File: config.mk
export PLATFORM = sky130hd
export DESIGN_NAME = midpoint_circle_rasterizer
export DESIGN_NICKNAME = d
export VERILOG_FILES = /design/src/design/mcr_pkg.sv /design/src/design/mcr_front.sv /design/src/design/mcr_queue.sv /design/src/design/mcr_back.sv /design/src/design/midpoint_circle_rasterizer.sv
export SDC_FILE = /design/constraint.sdc
export NUM_CORES = 1
export LEC_CHECK = 0
export BUFFER_PORTS_ARGS = -buffer_cell sky130_fd_sc_hd__buf_2
export CAP_MARGIN = 20
export CORE_MARGIN = 8
export CORE_UTILIZATION = 50
export CTS_BUF_LIST = sky130_fd_sc_hd__clkbuf_4 sky130_fd_sc_hd__clkbuf_8 sky130_fd_sc_hd__clkbuf_16
export CTS_CLUSTER_SIZE = 24
export DETAILED_ROUTE_END_ITERATION = 12
export PLACE_DENSITY = 0.71
export SLEW_MARGIN = 30
export SYNTH_ARGS = -nofsm -noshare
export SYNTH_HDL_FRONTEND = slang
export SYNTH_SLANG_ARGS = --single-unit
File: constraint.sdc
create_clock -name clk -period 7.29 [get_ports clk]
set_input_delay 0.3645 -clock clk [delete_from_list [all_inputs] [get_ports clk]]
set_output_delay 0.3645 -clock clk [all_outputs]
set_load 0.02 [all_outputs]
File: src/design/mcr_pkg.sv
// shared types and constants of the midpoint circle rasterizer
// used by mcr_front, mcr_queue, mcr_back and midpoint_circle_rasterizer

package mcr_pkg;

	// request kinds carried in the slave-side tuser
	localparam logic REQ_START = 1'b0;
	localparam logic REQ_STEP  = 1'b1;

	// configuration register indexes
	localparam logic CFG_CENTER_X = 1'b0;
	localparam logic CFG_CENTER_Y = 1'b1;

	localparam int CFG_W     = 10;
	localparam int CFG_IDX_W = 1;
	localparam logic [CFG_W-1:0] CENTER_X_RST = 10'd320;
	localparam logic [CFG_W-1:0] CENTER_Y_RST = 10'd240;

	// pixel word layout
	localparam int PIX_W     = 12;
	localparam int COLOR_W   = 4;
	localparam int OUT_DATA_W = 32;

	// decision arithmetic constants
	localparam int DEC_INIT    = 3;
	localparam int DEC_ADD_NEG = 6;
	localparam int DEC_ADD_POS = 10;

	// step record queue
	localparam int QDEPTH = 4;
	localparam int QPTR_W = 2;
	localparam int QCNT_W = 3;

	localparam int OCT_W = 3;
	localparam logic [OCT_W-1:0] OCT_LAST = 3'd7;

	typedef struct packed {
		logic full;
		logic empty;
	} q_status_t;

	// colour code per octant in emission order
	function automatic logic [COLOR_W-1:0] oct_color(input logic [OCT_W-1:0] k);
		logic [COLOR_W-1:0] c;
		case (k)
			3'd0: c = 4'd1;
			3'd1: c = 4'd2;
			3'd2: c = 4'd3;
			3'd3: c = 4'd5;
			3'd4: c = 4'd6;
			3'd5: c = 4'd7;
			3'd6: c = 4'd8;
			default: c = 4'd9;
		endcase
		return c;
	endfunction

	// octants four and up swap the roles of x and y
	function automatic logic oct_swap(input logic [OCT_W-1:0] k);
		return k[2];
	endfunction

	// horizontal offset is subtracted
	function automatic logic oct_neg_x(input logic [OCT_W-1:0] k);
		logic n;
		case (k)
			3'd1, 3'd3, 3'd6, 3'd7: n = 1'b1;
			default: n = 1'b0;
		endcase
		return n;
	endfunction

	// vertical offset is subtracted
	function automatic logic oct_neg_y(input logic [OCT_W-1:0] k);
		logic n;
		case (k)
			3'd2, 3'd3, 3'd5, 3'd7: n = 1'b1;
			default: n = 1'b0;
		endcase
		return n;
	endfunction

endpackage

File: src/design/mcr_front.sv
// front end: accepts start and step words, runs the midpoint decision
// and pushes one step record {done, y, x} per active step; uses mcr_pkg

module mcr_front #(
	parameter int RADIUS_BITS = 10,
	parameter int REC_W = 2 * RADIUS_BITS + 1
) (
	input  logic                   clk,
	input  logic                   arst_n,
	input  logic                   accept,
	input  logic                   req_type,
	input  logic [RADIUS_BITS-1:0] radius,
	output logic                   push,
	output logic [REC_W-1:0]       rec
);

	localparam int RB = RADIUS_BITS;
	localparam int DW = RADIUS_BITS + 4;
	localparam int XW = RADIUS_BITS + 1;

	logic [RB-1:0] x_q, y_q;
	logic [DW-1:0] d_q;
	logic          active_q;

	logic          step;
	logic          neg;
	logic [DW-1:0] dx, dy, d_neg, d_pos;
	logic [XW-1:0] x_ext, x_inc, y_ext;
	logic          done;

	assign step = accept && (req_type == mcr_pkg::REQ_STEP) && active_q;
	assign push = step;
	assign neg  = d_q[DW-1];

	always_comb begin
		dx    = DW'(x_q);
		dy    = DW'(y_q);
		d_neg = d_q + (dx << 2) + DW'(mcr_pkg::DEC_ADD_NEG);
		d_pos = d_q + ((dx - dy) << 2) + DW'(mcr_pkg::DEC_ADD_POS);
		x_ext = XW'(x_q);
		y_ext = XW'(y_q);
		x_inc = x_ext + XW'(1);
		// updated x exceeds updated y
		done  = neg ? (x_ext >= y_ext) : (x_inc >= y_ext);
	end

	assign rec = {done, y_q, x_q};

	always_ff @(posedge clk or negedge arst_n) begin
		if (!arst_n) begin
			active_q <= 1'b0;
			x_q      <= '0;
			y_q      <= '0;
			d_q      <= '0;
		end else if (accept && (req_type == mcr_pkg::REQ_START)) begin
			active_q <= 1'b1;
			x_q      <= '0;
			y_q      <= radius;
			d_q      <= DW'(mcr_pkg::DEC_INIT) - (DW'(radius) << 1);
		end else if (step) begin
			x_q <= x_q + RB'(1);
			if (neg) begin
				d_q <= d_neg;
			end else begin
				d_q <= d_pos;
				y_q <= y_q - RB'(1);
			end
			if (done) begin
				active_q <= 1'b0;
			end
		end
	end

endmodule

File: src/design/mcr_queue.sv
// short fifo of step records between front and back end
// depth and pointer widths from mcr_pkg

module mcr_queue #(
	parameter int W = 21
) (
	input  logic              clk,
	input  logic              arst_n,
	input  logic              push,
	input  logic [W-1:0]      wdata,
	input  logic              pop,
	output logic [W-1:0]      rdata,
	output mcr_pkg::q_status_t status
);

	logic [W-1:0] mem_q [mcr_pkg::QDEPTH];
	logic [mcr_pkg::QPTR_W-1:0] wr_q, rd_q;
	logic [mcr_pkg::QCNT_W-1:0] cnt_q;

	logic do_push, do_pop;

	assign status.full  = (cnt_q == mcr_pkg::QCNT_W'(mcr_pkg::QDEPTH));
	assign status.empty = (cnt_q == '0);
	assign do_push = push && !status.full;
	assign do_pop  = pop && !status.empty;
	assign rdata   = mem_q[rd_q];

	always_ff @(posedge clk) begin
		if (do_push) begin
			mem_q[wr_q] <= wdata;
		end
	end

	always_ff @(posedge clk or negedge arst_n) begin
		if (!arst_n) begin
			wr_q  <= '0;
			rd_q  <= '0;
			cnt_q <= '0;
		end else begin
			if (do_push) begin
				wr_q <= wr_q + mcr_pkg::QPTR_W'(1);
			end
			if (do_pop) begin
				rd_q <= rd_q + mcr_pkg::QPTR_W'(1);
			end
			case ({do_push, do_pop})
				2'b10: cnt_q <= cnt_q + mcr_pkg::QCNT_W'(1);
				2'b01: cnt_q <= cnt_q - mcr_pkg::QCNT_W'(1);
				default: cnt_q <= cnt_q;
			endcase
		end
	end

endmodule

File: src/design/mcr_back.sv
// back end: expands each step record into eight octant pixels,
// one per cycle into the output register unless the pixel side stalls; uses mcr_pkg

module mcr_back #(
	parameter int RADIUS_BITS = 10,
	parameter int REC_W = 2 * RADIUS_BITS + 1
) (
	input  logic                         clk,
	input  logic                         arst_n,
	input  logic [REC_W-1:0]             rec,
	input  logic                         rec_valid,
	output logic                         pop,
	input  logic [mcr_pkg::CFG_W-1:0]    center_x,
	input  logic [mcr_pkg::CFG_W-1:0]    center_y,
	output logic                         out_valid,
	input  logic                         out_ready,
	output logic [mcr_pkg::PIX_W-1:0]    pixel_x,
	output logic [mcr_pkg::PIX_W-1:0]    pixel_y,
	output logic [mcr_pkg::COLOR_W-1:0]  color,
	output logic                         last_of_step,
	output logic                         circle_done
);

	localparam int RB = RADIUS_BITS;
	localparam int PW = mcr_pkg::PIX_W;

	logic [mcr_pkg::OCT_W-1:0] k_q;
	logic                      valid_q;
	logic [PW-1:0]             px_q, py_q;
	logic [mcr_pkg::COLOR_W-1:0] color_q;
	logic                      last_q, done_q;

	logic [RB-1:0] rx, ry;
	logic          rdone;
	logic          load, is_last;
	logic [PW-1:0] off_x, off_y, cx, cy, px, py;

	assign {rdone, ry, rx} = rec;
	assign load    = rec_valid && (!valid_q || out_ready);
	assign is_last = (k_q == mcr_pkg::OCT_LAST);
	assign pop     = load && is_last;

	always_comb begin
		cx    = PW'(center_x);
		cy    = PW'(center_y);
		off_x = mcr_pkg::oct_swap(k_q) ? PW'(ry) : PW'(rx);
		off_y = mcr_pkg::oct_swap(k_q) ? PW'(rx) : PW'(ry);
		px    = mcr_pkg::oct_neg_x(k_q) ? (cx - off_x) : (cx + off_x);
		py    = mcr_pkg::oct_neg_y(k_q) ? (cy - off_y) : (cy + off_y);
	end

	always_ff @(posedge clk or negedge arst_n) begin
		if (!arst_n) begin
			valid_q <= 1'b0;
			k_q     <= '0;
		end else begin
			if (load) begin
				valid_q <= 1'b1;
				k_q     <= k_q + mcr_pkg::OCT_W'(1);
			end else if (out_ready) begin
				valid_q <= 1'b0;
			end
		end
	end

	always_ff @(posedge clk) begin
		if (load) begin
			px_q    <= px;
			py_q    <= py;
			color_q <= mcr_pkg::oct_color(k_q);
			last_q  <= is_last;
			done_q  <= is_last && rdone;
		end
	end

	assign out_valid    = valid_q;
	assign pixel_x      = px_q;
	assign pixel_y      = py_q;
	assign color        = color_q;
	assign last_of_step = last_q;
	assign circle_done  = done_q;

endmodule

File: src/design/midpoint_circle_rasterizer.sv
// midpoint circle rasterizer top level: front end, record queue, back end
// a start word yields no pixels; a step word of an active circle yields eight
// pixel words, one per cycle unless m_tready stalls, once its record has passed
// the queue; the sustained step rate is set by the back end's single pixel
// output register, and the front end runs ahead by up to four steps
// arst_n clears all control state, the centre resets to (320, 240)

module midpoint_circle_rasterizer #(
	parameter int RADIUS_BITS = 10
) (
	input  logic clk,
	input  logic arst_n,

	// request side
	input  logic                          s_tvalid,
	output logic                          s_tready,
	input  logic [((RADIUS_BITS+7)/8)*8-1:0] s_tdata,  // radius, zero padded
	input  logic                          s_tuser,  // req_type

	// pixel side
	output logic                          m_tvalid,
	input  logic                          m_tready,
	output logic [mcr_pkg::OUT_DATA_W-1:0] m_tdata, // pixel_x, pixel_y, color, zero pad
	output logic                          m_tlast,  // last_of_step
	output logic                          m_tuser,  // circle_done

	// configuration write port
	input  logic                          cfg_we,
	input  logic [mcr_pkg::CFG_IDX_W-1:0] cfg_addr,
	input  logic [mcr_pkg::CFG_W-1:0]     cfg_wdata
);

	localparam int REC_W = 2 * RADIUS_BITS + 1;
	localparam int PW = mcr_pkg::PIX_W;
	localparam int CW = mcr_pkg::COLOR_W;
	localparam int PAD_W = mcr_pkg::OUT_DATA_W - 2 * PW - CW;

	// centre registers: the user writes them only while the block is idle; the block does not enforce this
	logic [mcr_pkg::CFG_W-1:0] center_x_q, center_y_q;

	always_ff @(posedge clk or negedge arst_n) begin
		if (!arst_n) begin
			center_x_q <= mcr_pkg::CENTER_X_RST;
			center_y_q <= mcr_pkg::CENTER_Y_RST;
		end else if (cfg_we) begin
			case (cfg_addr)
				mcr_pkg::CFG_CENTER_X: center_x_q <= cfg_wdata;
				mcr_pkg::CFG_CENTER_Y: center_y_q <= cfg_wdata;
				default: ;
			endcase
		end
	end

	// front end takes a word whenever the queue has a free slot
	mcr_pkg::q_status_t q_status;
	logic               accept;
	logic               q_push, q_pop;
	logic [REC_W-1:0]   push_rec, head_rec;

	assign s_tready = !q_status.full;
	assign accept   = s_tvalid && s_tready;

	mcr_front #(
		.RADIUS_BITS(RADIUS_BITS),
		.REC_W      (REC_W)
	) u_front (
		.clk     (clk),
		.arst_n  (arst_n),
		.accept  (accept),
		.req_type(s_tuser),
		.radius  (s_tdata[RADIUS_BITS-1:0]),
		.push    (q_push),
		.rec     (push_rec)
	);

	// step records wait here so the front end is not held by the pixel side until the queue is full
	mcr_queue #(
		.W(REC_W)
	) u_queue (
		.clk   (clk),
		.arst_n(arst_n),
		.push  (q_push),
		.wdata (push_rec),
		.pop   (q_pop),
		.rdata (head_rec),
		.status(q_status)
	);

	// eight octant pixels per record
	logic [PW-1:0] pixel_x, pixel_y;
	logic [CW-1:0] color;

	mcr_back #(
		.RADIUS_BITS(RADIUS_BITS),
		.REC_W      (REC_W)
	) u_back (
		.clk         (clk),
		.arst_n      (arst_n),
		.rec         (head_rec),
		.rec_valid   (!q_status.empty),
		.pop         (q_pop),
		.center_x    (center_x_q),
		.center_y    (center_y_q),
		.out_valid   (m_tvalid),
		.out_ready   (m_tready),
		.pixel_x     (pixel_x),
		.pixel_y     (pixel_y),
		.color       (color),
		.last_of_step(m_tlast),
		.circle_done (m_tuser)
	);

	assign m_tdata = {PAD_W'(0), color, pixel_y, pixel_x};

	// circle done only ever rides on the eighth pixel of a step
	a_done_on_last: assert property (@(posedge clk) disable iff (!arst_n)
		m_tvalid && m_tuser |-> m_tlast)
		else $error("circle done flagged on a pixel that is not last of step");

	// the last pixel of a step always carries the final octant colour
	a_last_color: assert property (@(posedge clk) disable iff (!arst_n)
		m_tvalid && m_tlast |-> color == mcr_pkg::oct_color(mcr_pkg::OCT_LAST))
		else $error("last pixel of step has wrong octant colour");

	// the front end never pushes into a full queue
	a_no_overflow: assert property (@(posedge clk) disable iff (!arst_n)
		q_push |-> !q_status.full)
		else $error("step record pushed into full queue");

	// a stalled pixel word holds its coordinates
	a_hold: assert property (@(posedge clk) disable iff (!arst_n)
		m_tvalid && !m_tready |=> m_tvalid && $stable(m_tdata) && $stable(m_tlast))
		else $error("pixel word changed while stalled");

endmodule

**Word-level counts from Yosys, hierarchy flattened**

Memory sizes are Yosys's and may differ from the RTL's.
Index checks and enable logic that the tools add are counted.

- Register bits after elaboration: 96
- Bits in writable memories: 84
- Memories kept: 1
- Word-level logic and storage cells: 99

- Reduce and logical (&&, ||, !) cells: 25
- Multiplexer cells: 24
- Eq/ne operators: 11
- Magnitude comparators: 2
- $add $sub $neg: 18
- Bitwise logic cells: 2

Memory list:

| name | depth | bits a word | read ports | clocked after memory_dff | wr ports | line | text |
|---|---|---|---|---|---|---|---|
| u_queue.mem_q | 4 | 21 | 1 | 0 | 1 | mcr_queue.sv:16 | `logic [W-1:0] mem_q [mcr_pkg::QDEPTH];` |

Operator list:

| operator | count |
|---|---|
| 10-bit 2-to-1 mux | 7 |
| 14-bit 2-to-1 mux | 3 |
| 4-bit one-hot mux with 7 select lines | 1 |
| 10-bit by 12-bit adder with 12-bit output | 2 |
| 12-bit 2-to-1 mux | 2 |
| 10-bit by 12-bit subtractor with 12-bit output | 2 |
| 3-bit == test, second input constant | 5 |
| 14-bit by 12-bit adder with 14-bit output | 1 |
| 14-bit adder | 1 |
| 14-bit by 3-bit adder with 14-bit output, second input constant | 1 |
| 14-bit by 4-bit adder with 14-bit output, second input constant | 1 |
| 2-bit by 11-bit subtractor with 12-bit output, first input constant | 1 |
| 10-bit by 1-bit adder with 11-bit output, second input constant | 1 |
| 11-bit by 10-bit greater-or-equal comparator with 1-bit output | 1 |
| 10-bit by 10-bit subtractor with 11-bit output | 1 |
| 10-bit by 1-bit adder with 10-bit output, second input constant | 1 |
| 10-bit greater-or-equal comparator | 1 |
| 1-bit 2-to-1 mux | 10 |
| 10-bit by 1-bit subtractor with 10-bit output, second input constant | 1 |
| 1-bit logical AND | 9 |
| 2-bit AND reduction | 4 |
| 2-bit nonzero test | 4 |
| 4-bit OR reduction | 2 |
| 3-bit by 1-bit adder with 3-bit output, second input constant | 2 |
| other kinds (12) | 18 |

**Longest topological paths before layout**

Gate-level depths: netlist of run 1.

- Depth in word-level cells: 8
- Mapped depth: 18

**Cells and area by module**

Synthesis of run 1 repeated with hierarchy kept, for this count alone.

- Cells, all modules: 1039
- Area total of the unflattened synthesis: 11715.0 µm²

Modules (own cells, without submodules):

| module | cells each | instances | area an instance (µm²) |
|---|---|---|---|
| mcr_front | 486 | 1 | 4067.7 |
| mcr_queue | 147 | 1 | 3493.4 |
| mcr_back | 355 | 1 | 3311.9 |
| midpoint_circle_rasterizer | 51 | 1 | 842.1 |

**Worst setup path before layout of run 1**

Ideal clock, no wire load.

- Kind: register to register
- Start: register u_front.x_q[0]
- End: register u_front.d_q[13]
- Required time: 7.151 ns
- Path buffers: 0
- Path slack: 3.619 ns
- Clock period less this slack: 3.671 ns
- Stages on the path, launching flop included: 19
- Arrival: 3.531 ns
- Path through: dfrtp_1 inv_1 ha_1 inv_1 fa_1 a211oi_1 nor2_1 o21a_1 nor2_1 xnor2_1 ha_1 ha_1 a21o_1 o211a_1 o21ai_0 and4b_1 nor4_1 xor2_1 o21ai_0

- Word-level cells in the longest chain between the ends: 6
- Elaborated cells on any way between the ends: 8
- Those cells by class: add/sub: 5; mux: 3

Ends and longest elaborated chain:

| element | line | text |
|---|---|---|
| start, declared | mcr_front.sv:21 | `logic [RB-1:0] x_q, y_q;` |
| start signal, assigned | mcr_front.sv:61 | `x_q <= x_q + RB'(1);` |
| 10-bit by 10-bit subtractor with 11-bit output | mcr_front.sv:39 | `d_pos = d_q + ((dx - dy) << 2) + DW'(mcr_pkg::DEC_ADD_POS);` |
| 14-bit adder | mcr_front.sv:39 |  |
| 14-bit by 4-bit adder with 14-bit output | mcr_front.sv:39 |  |
| 14-bit 2-to-1 mux (*) | mcr_front.sv:62 | `if (neg) begin` |
| 14-bit 2-to-1 mux (*) | mcr_front.sv:60 | `end else if (step) begin` |
| 14-bit 2-to-1 mux (*) | mcr_front.sv:55 | `end else if (accept && (req_type == mcr_pkg::REQ_START)) begin` |
| end signal, assigned | mcr_front.sv:59 | `d_q <= DW'(mcr_pkg::DEC_INIT) - (DW'(radius) << 1);` |
| end signal, assigned | mcr_front.sv:63 | `d_q <= d_neg;` |
| end signal, assigned | mcr_front.sv:65 | `d_q <= d_pos;` |
| end, declared | mcr_front.sv:22 | `logic [DW-1:0] d_q;` |

Every way passes the cells marked *; elsewhere a longest branch is shown, timed or not. The select of a mux whose other input is x is not followed.
A chain may end at the register's enable or synchronous reset.

**Worst setup path in the final report of run 1**

Ends and elaborated chain as after synthesis.

==> results of run 1 <==
metrics by stage:
| step | util | setup slack [ns] | std cells | cell area, µm² | hold slack [ns] |
|---|---|---|---|---|---|
| 2_1_floorplan | - | 3.62 | 970 | 11200 | 0.0689 |
| 3_3_place_gp | 0.529 | 3.12 | 1297 | 11800 | 0.476 |
| 3_5_place_dp | 0.529 | 3.07 | 1297 | 11800 | 0.484 |
| 4_1_cts | 0.556 | 3.04 | 1329 | 12400 | 0.116 |
| 5_1_grt | 0.556 | 2.74 | 1329 | 12400 | 0.0988 |
| 6_report | 0.556 | 3.07 | 1329 | 12400 | 0.0427 |
state kept, by name (all words and copies together), names as in the netlist, 3 cells and up:
register        cells
u_queue.mem_q      84
u_front.d_q        13
u_back.pixel_x     12
u_back.pixel_y     12
center_x_q         10
center_y_q         10
u_front.x_q        10
u_front.y_q        10
u_back.color        4
u_back.k_q          3
u_queue.cnt_q       3
worst min-delay path by stage:
stage	end	depth (start not counted)
final	u_back.k_q[2]$_DFFE_PN0P_	2
after global routing	u_back.k_q[2]$_DFFE_PN0P_	2
after CTS	u_back.out_valid$_DFFE_PN0P_	2
after detailed placement	u_queue.cnt_q[2]$_DFFE_PN0P_	1
after global placement	u_queue.cnt_q[2]$_DFFE_PN0P_	1
after floorplan	center_x_q[0]$_DFFE_PN0P_	0
cell usage in the layout (no fill, tap or decap), types with 21 or more instances in the layout:
cell type / n
buf_2: 58
a21oi_1: 42
mux2_2: 21
mux4_2: 21
dfrtp_1: 59
inv_1: 79
ha_1: 118
edfxtp_1: 114
o21ai_0: 53
mux2i_1: 30
nand2_1: 45
xnor2_1: 42
nor2_1: 57
worst max-delay path, stage by stage (launching register included):
cell and delay [ns]:
dfrtp_1 0.52, inv_1 0.14, ha_1 0.15, inv_1 0.06, fa_1 0.42, a211oi_1 0.22, nor2_1 0.11, nor2_1 0.19
nor2_1 0.06, a21oi_1 0.19, xnor2_1 0.17, ha_1 0.27, ha_1 0.38, o211a_1 0.17, o21ai_0 0.14, and4b_1 0.24
nor4_1 0.37, xor2_1 0.17, o21ai_0 0.08
area by class of cell:
class | count | area (µm²)
tap | 285 | 357
sequential | 179 | 5060
fill | 1925 | 9930
clock buffer | 21 | 468
clock inverter | 11 | 129
multi-input combinational | 688 | 5770
timing repair buffer | 65 | 347
inverter | 80 | 308
per-layer routing:
metal  share of wire  GRT usage
met5               0          0
met4           0.026     0.0735
met3           0.037     0.0361
met2            0.49      0.309
met1            0.44      0.215
power by group:
part | leakage (µW) | total (µW) | internal, µW | switching [µW]
Combinational | 0.00311 | 3570 | 1560 | 2010
Sequential | 0.00182 | 1680 | 1480 | 196
Clock | 0.000279 | 919 | 531 | 387
Total | 0.00522 | 6170 | 3570 | 2600
cell families after synthesis:
family                     share of synthesized area
AOI/OAI and AO/OA                              0.131
and+or+nand+nor                               0.0959
DFF                                            0.450
adders and majority gates                      0.146
buffers and inverters                         0.0387
muxes                                         0.0899
xor gates and xnor gates                      0.0484
other                                       0.000334
==> flow_metrics.py, run 1 <==
metrics = {
    "synthesis": {
        "avgSynthCellArea_um2": 11.6,
        "ys_warn_count": 0,
        "synth_top_area_frac": 0.305,
        "synth.top_cells.by_area": "edfxtp_1 (30%), dfrtp_1 (13%), ha_1 (13%)",
        "async_flop_share": 0.363,
        "yosysMostFrequentCell": "ha_1",
        "ys_seq_area_frac": 0.450,
        "synth.distinct_cells": 84,
        "synthesis.area_mm2": 0.0112,
        "synth_top_area_cell": "edfxtp_1",
        "synthesis.instances": 967,
        "synth_seq_cells": 179,
        "synth_commonest_cells": "ha_1 (118), edfxtp_1 (114), inv_1 (79)",
        "synth_ff_type": "edfxtp_1",
        "synth_edf_count": 114,
    },
    "sta": {
        "fin_worst_skew_ns": 0.00973,
        "hold_violations": 0,
        "fmax_ghz": 0.237,
        "setup_viol": 0,
        "worstMarginPinSlew_ns": 0.990,
        "fin_crit_ns": 4.22,
        "max_slew_margin": 0.339,
        "fin_crit_sh": 0.579,
        "slew_violations": 0,
        "setup-tns-final_ns": 0,
        "rsz0062_at_grt": "no",
    },
    "placement": {
        "port_buffers": 58,
        "hpwl_um": 18000,
        "gp_congestion": 0.886,
    },
    "pwr": {
        "power_density_mw_per_mm2": 496,
        "p_leak_uw": 0.00522,
        "ir_worst_vdd_uv": 434,
        "p_total_uw": 6170,
    },
    "global_route": {
        "antenna_found_initial": 0,
        "track_usage": 0.179,
        "grt_max_degree": 66,
        "overflow": 0,
        "grt_pass1_vias": 7813,
        "grt_pass1_wl_um": 39800,
    },
    "setup_path": {
        "worst_r2r_endpoint": "u_front.d_q[13]$_DFFE_PN0P_",
        "endpoint_kind": "flop",
        "crit_type": "reg2reg",
        "crit_path_start": "u_front.x_q[0]$_DFFE_PN0P_",
        "cp_max_fo": 11,
        "arrival_ns": 4.52,
        "worst_ep_required_time_ns": 7.59,
        "crit_end": "u_front.d_q[13]$_DFFE_PN0P_",
        "cp-start-kind": "flop",
        "reg2reg_from": "u_front.x_q[0]$_DFFE_PN0P_",
        "r2r_cells": 18,
        "r2r_slack_ns": 3.07,
    },
    "floorplan": {
        "fp.dieH_um": 166,
        "die_area_mm2": 0.0275,
        "coreArea_mm2": 0.0224,
        "io_pins": 69,
        "num_rows": 55,
        "die_width_um": 166,
        "initial_utilization": 0.502,
    },
    "cts": {
        "htreeDepth": 4,
        "ctsRootBufferMaster": "clkbuf_16",
        "clockBufferDepth": 2,
        "cts_hold_buf": 0,
        "cts_resized": 0,
        "cts_sinks": 179,
        "clkTransAtPathRegs_ns": 0.07,
        "cts_tree": "yes",
        "clock_latency_ns": 0.44,
        "cts_buffers": 17,
        "post_cts_buffers": 0,
    },
    "detailed_routing": {
        "drtIter0Drc": 483,
        "ant_nets": 0,
        "viasPerCell": 5.77,
        "wl_per_cell_um": 18.1,
        "routed_wl_um": 24100,
        "vias": 7667,
        "firstDrtPassIters": 7,
        "drc_errors": 0,
    },
    "final_layout": {
        "num_antenna_cells": 0,
        "drive_gt1_frac": 0.164,
        "area.growth.synth_to_final_pct": 10.7,
        "nets": 1190,
    },
    "run_status": {
        "status": "finished, final reports clean",
    },
    "flow_run": {
        "drv_cap": 0,
    },
    "worst_hold_path": {
        "worstHoldPathType": "in2async",
    },
}
Power figures use the tool's default switching activity.
==> inputs of run 2 (changes only) <==
ABC_AREA = 1   (was unset)
PLACE_DENSITY = 0.73   (was 0.71)
clock period = 3.55 ns   (was 7.29 ns; I/O delays follow)
==> flow_metrics.py, run 2 <==
metrics = {
    "sta": {
        "slew_violations": 0,
        "setup_viol": 0,
        "hold_ws_ns": 0.0278,
        "fin_worst_skew_ns": 0.0100,
        "fin_crit_sh": 0.932,
        "hold_violations": 0,
        "worstMarginPinSlew_ns": 0.814,
        "fin_crit_ns": 3.31,
        "setup_slack_ns": 0.241,
        "max_slew_margin": 0.454,
        "fmax_ghz": 0.302,
    },
    "setup_path": {
        "cp_max_fo": 6,
        "crit_path_start": "u_front.x_q[0]$_DFFE_PN0P_",
        "r2r_cells": 21,
        "crit_end": "u_front.d_q[13]$_DFFE_PN0P_",
        "cp-start-kind": "flop",
        "worst_ep_required_time_ns": 3.91,
        "arrival_ns": 3.67,
        "crit_type": "reg2reg",
        "endpoint_kind": "flop",
        "reg2reg_from": "u_front.x_q[0]$_DFFE_PN0P_",
        "r2r_slack_ns": 0.24,
        "worst_r2r_endpoint": "u_front.d_q[13]$_DFFE_PN0P_",
    },
    "synthesis": {
        "synthesis.instances": 1370,
        "ys_seq_area_frac": 0.432,
        "synth_commonest_cells": "nand2_1 (319), inv_1 (181), ha_1 (118)",
        "synth.top_cells.by_area": "edfxtp_1 (29%), dfrtp_1 (13%), ha_1 (13%)",
        "synthesis.area_mm2": 0.0117,
        "synth.distinct_cells": 55,
        "yosysMostFrequentCell": "nand2_1",
        "async_flop_share": 0.363,
        "synth_ff_type": "edfxtp_1",
        "ys_warn_count": 0,
        "avgSynthCellArea_um2": 8.55,
        "synth_edf_count": 114,
        "synth_top_area_frac": 0.292,
        "synth_seq_cells": 179,
        "synth_top_area_cell": "edfxtp_1",
    },
    "global_route": {
        "overflow": 0,
        "grt_pass1_wl_um": 44700,
        "antenna_found_initial": 0,
        "grt_max_degree": 38,
        "track_usage": 0.195,
        "grt_pass1_vias": 9184,
    },
    "pwr": {
        "p_leak_uw": 0.00631,
        "ir_worst_vdd_uv": 572,
        "power_density_mw_per_mm2": 1060,
    },
    "final_layout": {
        "ff_latch_area_mm2": 0.00506,
        "mostFrequentLayoutCells": "nand2_1 (318), inv_1 (180), ha_1 (115)",
        "fill_cells": 2076,
        "final_common_cell": "nand2_1",
        "drive_gt1_frac": 0.128,
        "postLayoutCellArea_mm2": 0.0132,
        "largest_reg_flops": 84,
        "top_regs": "u_queue.mem_q: 84 flops, u_front.d_q: 13 flops",
        "area.growth.synth_to_final_pct": 12.9,
        "regMostFlops": "u_queue.mem_q",
        "multi_input_area_mm2": 0.00581,
        "nets": 1606,
        "num_antenna_cells": 0,
    },
    "detailed_routing": {
        "ant_nets": 0,
        "drtIter0Drc": 559,
        "drc_errors": 0,
        "routed_wl_um": 27200,
        "vias": 9422,
        "wl_per_cell_um": 15.3,
        "firstDrtPassIters": 5,
        "viasPerCell": 5.30,
    },
    "placement": {
        "placed_area_mm2": 0.0125,
        "port_buffers": 58,
        "hpwl_um": 20400,
        "dp_slack_ns": 0.184,
        "gp_congestion": 0.981,
    },
    "cts": {
        "cts_buffers": 17,
        "clockBufferDepth": 2,
        "clock_latency_ns": 0.43,
        "ctsRootBufferMaster": "clkbuf_16",
        "cts_tree": "yes",
        "cts_sinks": 179,
        "clkTransAtPathRegs_ns": 0.07,
        "htreeDepth": 4,
    },
    "floorplan": {
        "die_width_um": 169,
        "initial_utilization": 0.504,
        "io_pins": 69,
        "coreArea_mm2": 0.0233,
        "num_rows": 56,
        "fp.dieH_um": 169,
        "die_area_mm2": 0.0286,
    },
    "run_status": {
        "status": "finished, final reports clean",
    },
    "flow_run": {
        "drv_cap": 0,
    },
    "worst_hold_path": {
        "worstHoldPathType": "in2reg",
    },
}
run 2: logic make-up (layout without fill, tap and decap cells):
logic type	Yosys count	after routing	share of synthesized area
AND/OR/NAND/NOR	509	509	0.185
multiplexers	2	2	0.00171
other	1	4	0.000320
flip-flops	179	179	0.432
XOR/XNOR	45	45	0.0336
AO/OA/AOI/OAI	268	268	0.127
buffers and inverters	240	327	0.0813
adder cells (fa/ha/maj)	126	126	0.140
run 2: area by class of cell:
class                           instances  area share
Clock buffer                           17      0.0322
Clock inverter                         15      0.0153
Timing Repair Buffer                   95      0.0435
Sequential cell                       179       0.383
Multi-Input combinational cell        954       0.439
Tap cell                              319      0.0302
Inverter                              200      0.0570
run 2: worst max-delay path, cell delays in order (launching register included):
cell and delay, ns:
dfrtp_1 0.39, inv_1 0.12, ha_1 0.19, inv_1 0.11, fa_2 0.38, buf_4 0.16
a21oi_1 0.16, xnor2_1 0.14, ha_1 0.25, ha_2 0.38, nand2_1 0.07, nand2_1 0.10
nand2_1 0.06, nand2_1 0.11, nand2_1 0.09, nand3_1 0.08, nand2_1 0.06, nand3_1 0.07
nand3_1 0.07, nand2_1 0.07, nand2_1 0.05, a21oi_1 0.13
run 2: repair_timing:
action	4_1_cts	5_1_grt
endpoints found under the hold margin	35	0
gates resized for setup	0	23
hold buffers	2	0
setup buffers	0	4
setup endpoints to repair	0	7
run 2: per-stage QoR:
stage                     power [µW]  cells  utilization  setup TNS (ns)
after floorplan                 9650   1373            -               0
after detailed placement       11700   1741        0.536               0
after CTS                      13700   1775        0.564               0
final                          14000   1779        0.569               0
after global placement         11500   1741        0.536               0
after global routing           15400   1779        0.569        -0.00295
run 2: worst min path at each step:
stage / endpoint / slack (ns) / cells past startpoint / startpoint
after floorplan: center_x_q[0]$_DFFE_PN0P_ / -0.12 / 0 / arst_n
after global placement: u_back.out_valid$_DFFE_PN0P_ / 0.37 / 2 / m_tready
after detailed placement: u_back.k_q[0]$_DFFE_PN0P_ / 0.20 / 1 / arst_n
after CTS: u_front.y_q[4]$_DFFE_PN0P_ / 0.007 / 3 / s_tdata[4]
after global routing: u_front.y_q[4]$_DFFE_PN0P_ / 0.03 / 3 / s_tdata[4]
final: center_y_q[9]$_DFFE_PN0P_ / 0.03 / 3 / cfg_wdata[9]
run 2: layer usage:
metal | part of all wire | wire [µm] | GRT usage
met1 | 0.43 | 11700 | 0.230
met2 | 0.49 | 13300 | 0.343
met3 | 0.049 | 1350 | 0.0366
met4 | 0.032 | 868 | 0.0843
met5 | 0 | 0 | 0
run 2: power breakdown:
part	leakage, µW	switching (µW)	total (µW)	internal (µW)
clock network	0.000308	827	2010	1190
logic	0.00416	5510	8610	3100
registers	0.00185	344	3390	3050
==> inputs of run 3 (changes only) <==
CTS_BUF_LIST = sky130_fd_sc_hd__clkbuf_8   (was sky130_fd_sc_hd__clkbuf_4 sky130_fd_sc_hd__clkbuf_8 sky130_fd_sc_hd__clkbuf_16)
==> flow_metrics.py, run 3 (synthesis gave the netlist of run 2 again) <==
metrics = {
    "run_status": {
        "status": "finished, final reports clean",
    },
    "final_layout": {
        "area.growth.synth_to_final_pct": 12.3,
        "layoutNonFillerInstCount": 1792,
        "largest_reg_flops": 84,
        "drive_gt1_frac": 0.126,
        "final_common_cell": "nand2_1",
        "nets": 1619,
        "fill_cells": 2099,
        "top_regs": "u_queue.mem_q: 84 flops, u_front.d_q: 13 flops",
        "multi_input_area_mm2": 0.00581,
        "num_antenna_cells": 0,
        "mostFrequentLayoutCells": "nand2_1 (318), inv_1 (181), ha_1 (115)",
        "regMostFlops": "u_queue.mem_q",
        "postLayoutCellArea_mm2": 0.0132,
        "ff_latch_area_mm2": 0.00506,
    },
    "floorplan": {
        "num_rows": 56,
        "coreArea_mm2": 0.0233,
        "die_area_mm2": 0.0286,
        "initial_utilization": 0.504,
        "io_pins": 69,
        "fp.dieH_um": 169,
        "die_width_um": 169,
    },
    "detailed_routing": {
        "highest_layer": "met4",
        "wl_per_cell_um": 15.2,
        "ant_nets": 0,
        "drtIter0Drc": 498,
        "firstDrtPassIters": 5,
        "route.met3.wl_um": 1180,
        "routed_wl_um": 27300,
        "drc_errors": 0,
        "viasPerCell": 5.29,
        "wl_met1_um": 11800,
        "met2_length_um": 13800,
        "vias": 9486,
    },
    "global_route": {
        "track_usage": 0.195,
        "grt_max_degree": 38,
        "antenna_found_initial": 0,
        "grt_pass1_vias": 9168,
        "overflow": 0,
        "grt_pass1_wl_um": 44900,
    },
    "sta": {
        "fmax_ghz": 0.302,
        "setup_viol": 0,
        "slew_violations": 0,
        "setup-tns-final_ns": 0,
        "fin_crit_sh": 0.934,
        "worstMarginPinSlew_ns": 0.820,
        "hold_ws_ns": 0.0243,
        "hold_violations": 0,
        "fin_worst_skew_ns": 0.0129,
        "rsz0062_at_grt": "no",
        "fin_crit_ns": 3.32,
        "max_slew_margin": 0.450,
    },
    "pwr": {
        "power_density_mw_per_mm2": 1030,
        "clkPwrFrac": 0.114,
        "power.internal_uw": 6930,
        "p_switching_uw": 6610,
        "p_leak_uw": 0.00629,
        "power_frac_seq": 0.250,
        "power_frac_comb": 0.636,
        "swShare": 0.488,
        "ir_worst_vdd_uv": 563,
    },
    "placement": {
        "port_buffers": 58,
        "hpwl_um": 20400,
        "placed_cells_incl_taps": 1741,
        "placed_area_mm2": 0.0125,
        "gp_congestion": 0.981,
    },
    "worst_hold_path": {
        "worstHoldPathType": "in2reg",
        "whs_path_depth": 3,
        "hold_path_end": "u_front.y_q[8]$_DFFE_PN0P_",
        "holdCritStartpoint": "s_tdata[8]",
    },
    "cts": {
        "cts_buffers": 17,
        "clock_latency_ns": 0.47,
        "htreeDepth": 4,
        "cts_tree": "yes",
        "cts_sinks": 179,
        "clkTransAtPathRegs_ns": 0.10,
        "ctsRootBufferMaster": "clkbuf_8",
        "clockBufferDepth": 2,
    },
    "setup_path": {
        "worst_r2r_endpoint": "u_front.d_q[13]$_DFFE_PN0P_",
        "r2r_slack_ns": 0.23,
        "reg2reg_from": "u_front.x_q[0]$_DFFE_PN0P_",
        "cp-start-kind": "flop",
        "crit_path_cell_trace": "inv_1 > ha_1 > inv_1 > fa_2 > buf_4 > a21oi_1 > xnor2_1 > ha_1 > ha_2 > nand2_1 > nand2_1 > nand2_1 > nand2_1 > nand2_1 > nand3_1 > nand2_1 > nand3_1 > nand3_1 > nand2_1 > nand2_1 > a21oi_1",
        "crit_top_cell": "nand2_1",
        "r2r_cells": 21,
        "cp_max_fo": 6,
        "arrival_ns": 3.71,
        "slowest_delay_ns": 0.40,
        "crit_type": "reg2reg",
        "endpoint_kind": "flop",
        "worst_ep_required_time_ns": 3.95,
        "crit_slowest_cell": "dfrtp_1",
    },
    "flow_run": {
        "drv_cap": 0,
    },
}
[run 3: changes by cell type in the layout (fill, tap and decap cells not counted), sizes merged]
cell	delta
dlygate4sd3	+13
clkinvlp	-1
inv	+1
[run 3: stage by stage]
stage / utilization / setup WS [ns] / power [µW]
final: 0.566 / 0.235 / 13500
after global routing: 0.566 / 0.00508 / 14900
after CTS: 0.561 / 0.144 / 13300
after detailed placement: 0.536 / 0.184 / 11700
after global placement: 0.536 / 0.230 / 11500
after floorplan: - / 0.356 / 9650
[run 3: critical path, delay by kind of cell, from the launching register on]
kind	cells	cell delay, ns
compound gates	2	0.29
fa+ha+maj	4	1.20
buf+inv	3	0.38
simple gates	11	0.83
xor+xnor	1	0.14
flops	1	0.40
[run 3: per-layer routing]
metal  vias to the layer above  GRT usage
met5                         -          0
met4                         0     0.0685
met3                        37     0.0289
met2                       231      0.353
met1                      4487      0.233
li1                       4731          -
[run 3: repair_timing]
item                                    in CTS  in global routing
endpoints found under the setup margin       0                  7
resized for setup                            0                 22
hold buffers                                15                  0
endpoints found under the hold margin       53                  0
buffers inserted                             0                  4
[run 3: how the worst max path moves through the flow]
stage / from / to / slack (ns) / cells past startpoint
finish: u_front.x_q[0]$_DFFE_PN0P_ / u_front.d_q[13]$_DFFE_PN0P_ / 0.23 / 21
global route: u_front.x_q[0]$_DFFE_PN0P_ / u_front.d_q[13]$_DFFE_PN0P_ / 0.005 / 21
CTS: u_front.x_q[0]$_DFFE_PN0P_ / u_front.d_q[13]$_DFFE_PN0P_ / 0.14 / 20
detailed placement: u_front.x_q[0]$_DFFE_PN0P_ / u_front.d_q[13]$_DFFE_PN0P_ / 0.18 / 21
global placement: u_front.x_q[0]$_DFFE_PN0P_ / u_front.d_q[13]$_DFFE_PN0P_ / 0.23 / 21
floorplan: u_front.x_q[0]$_DFFE_PN0P_ / u_front.d_q[13]$_DFFE_PN0P_ / 0.36 / 21
[run 3: cell type report]
type                    instances  area share
repair buffers                108      0.0536
flip-flops and latches        179       0.385
multi-input cells             954       0.441
well taps                     319      0.0303
clock buffers                  17      0.0178
inverters                     200      0.0570
clock inverters                15      0.0154
[run 3: power groups by stage]
stage | logic, µW | registers [µW] | clock network (µW)
2_1_floorplan | 6050 | 3600 | 0
3_3_place_gp | 8040 | 3410 | 0
3_5_place_dp | 8260 | 3430 | 0
4_1_cts | 8320 | 3390 | 1560
5_1_grt | 9830 | 3450 | 1660
6_report | 8610 | 3380 | 1540
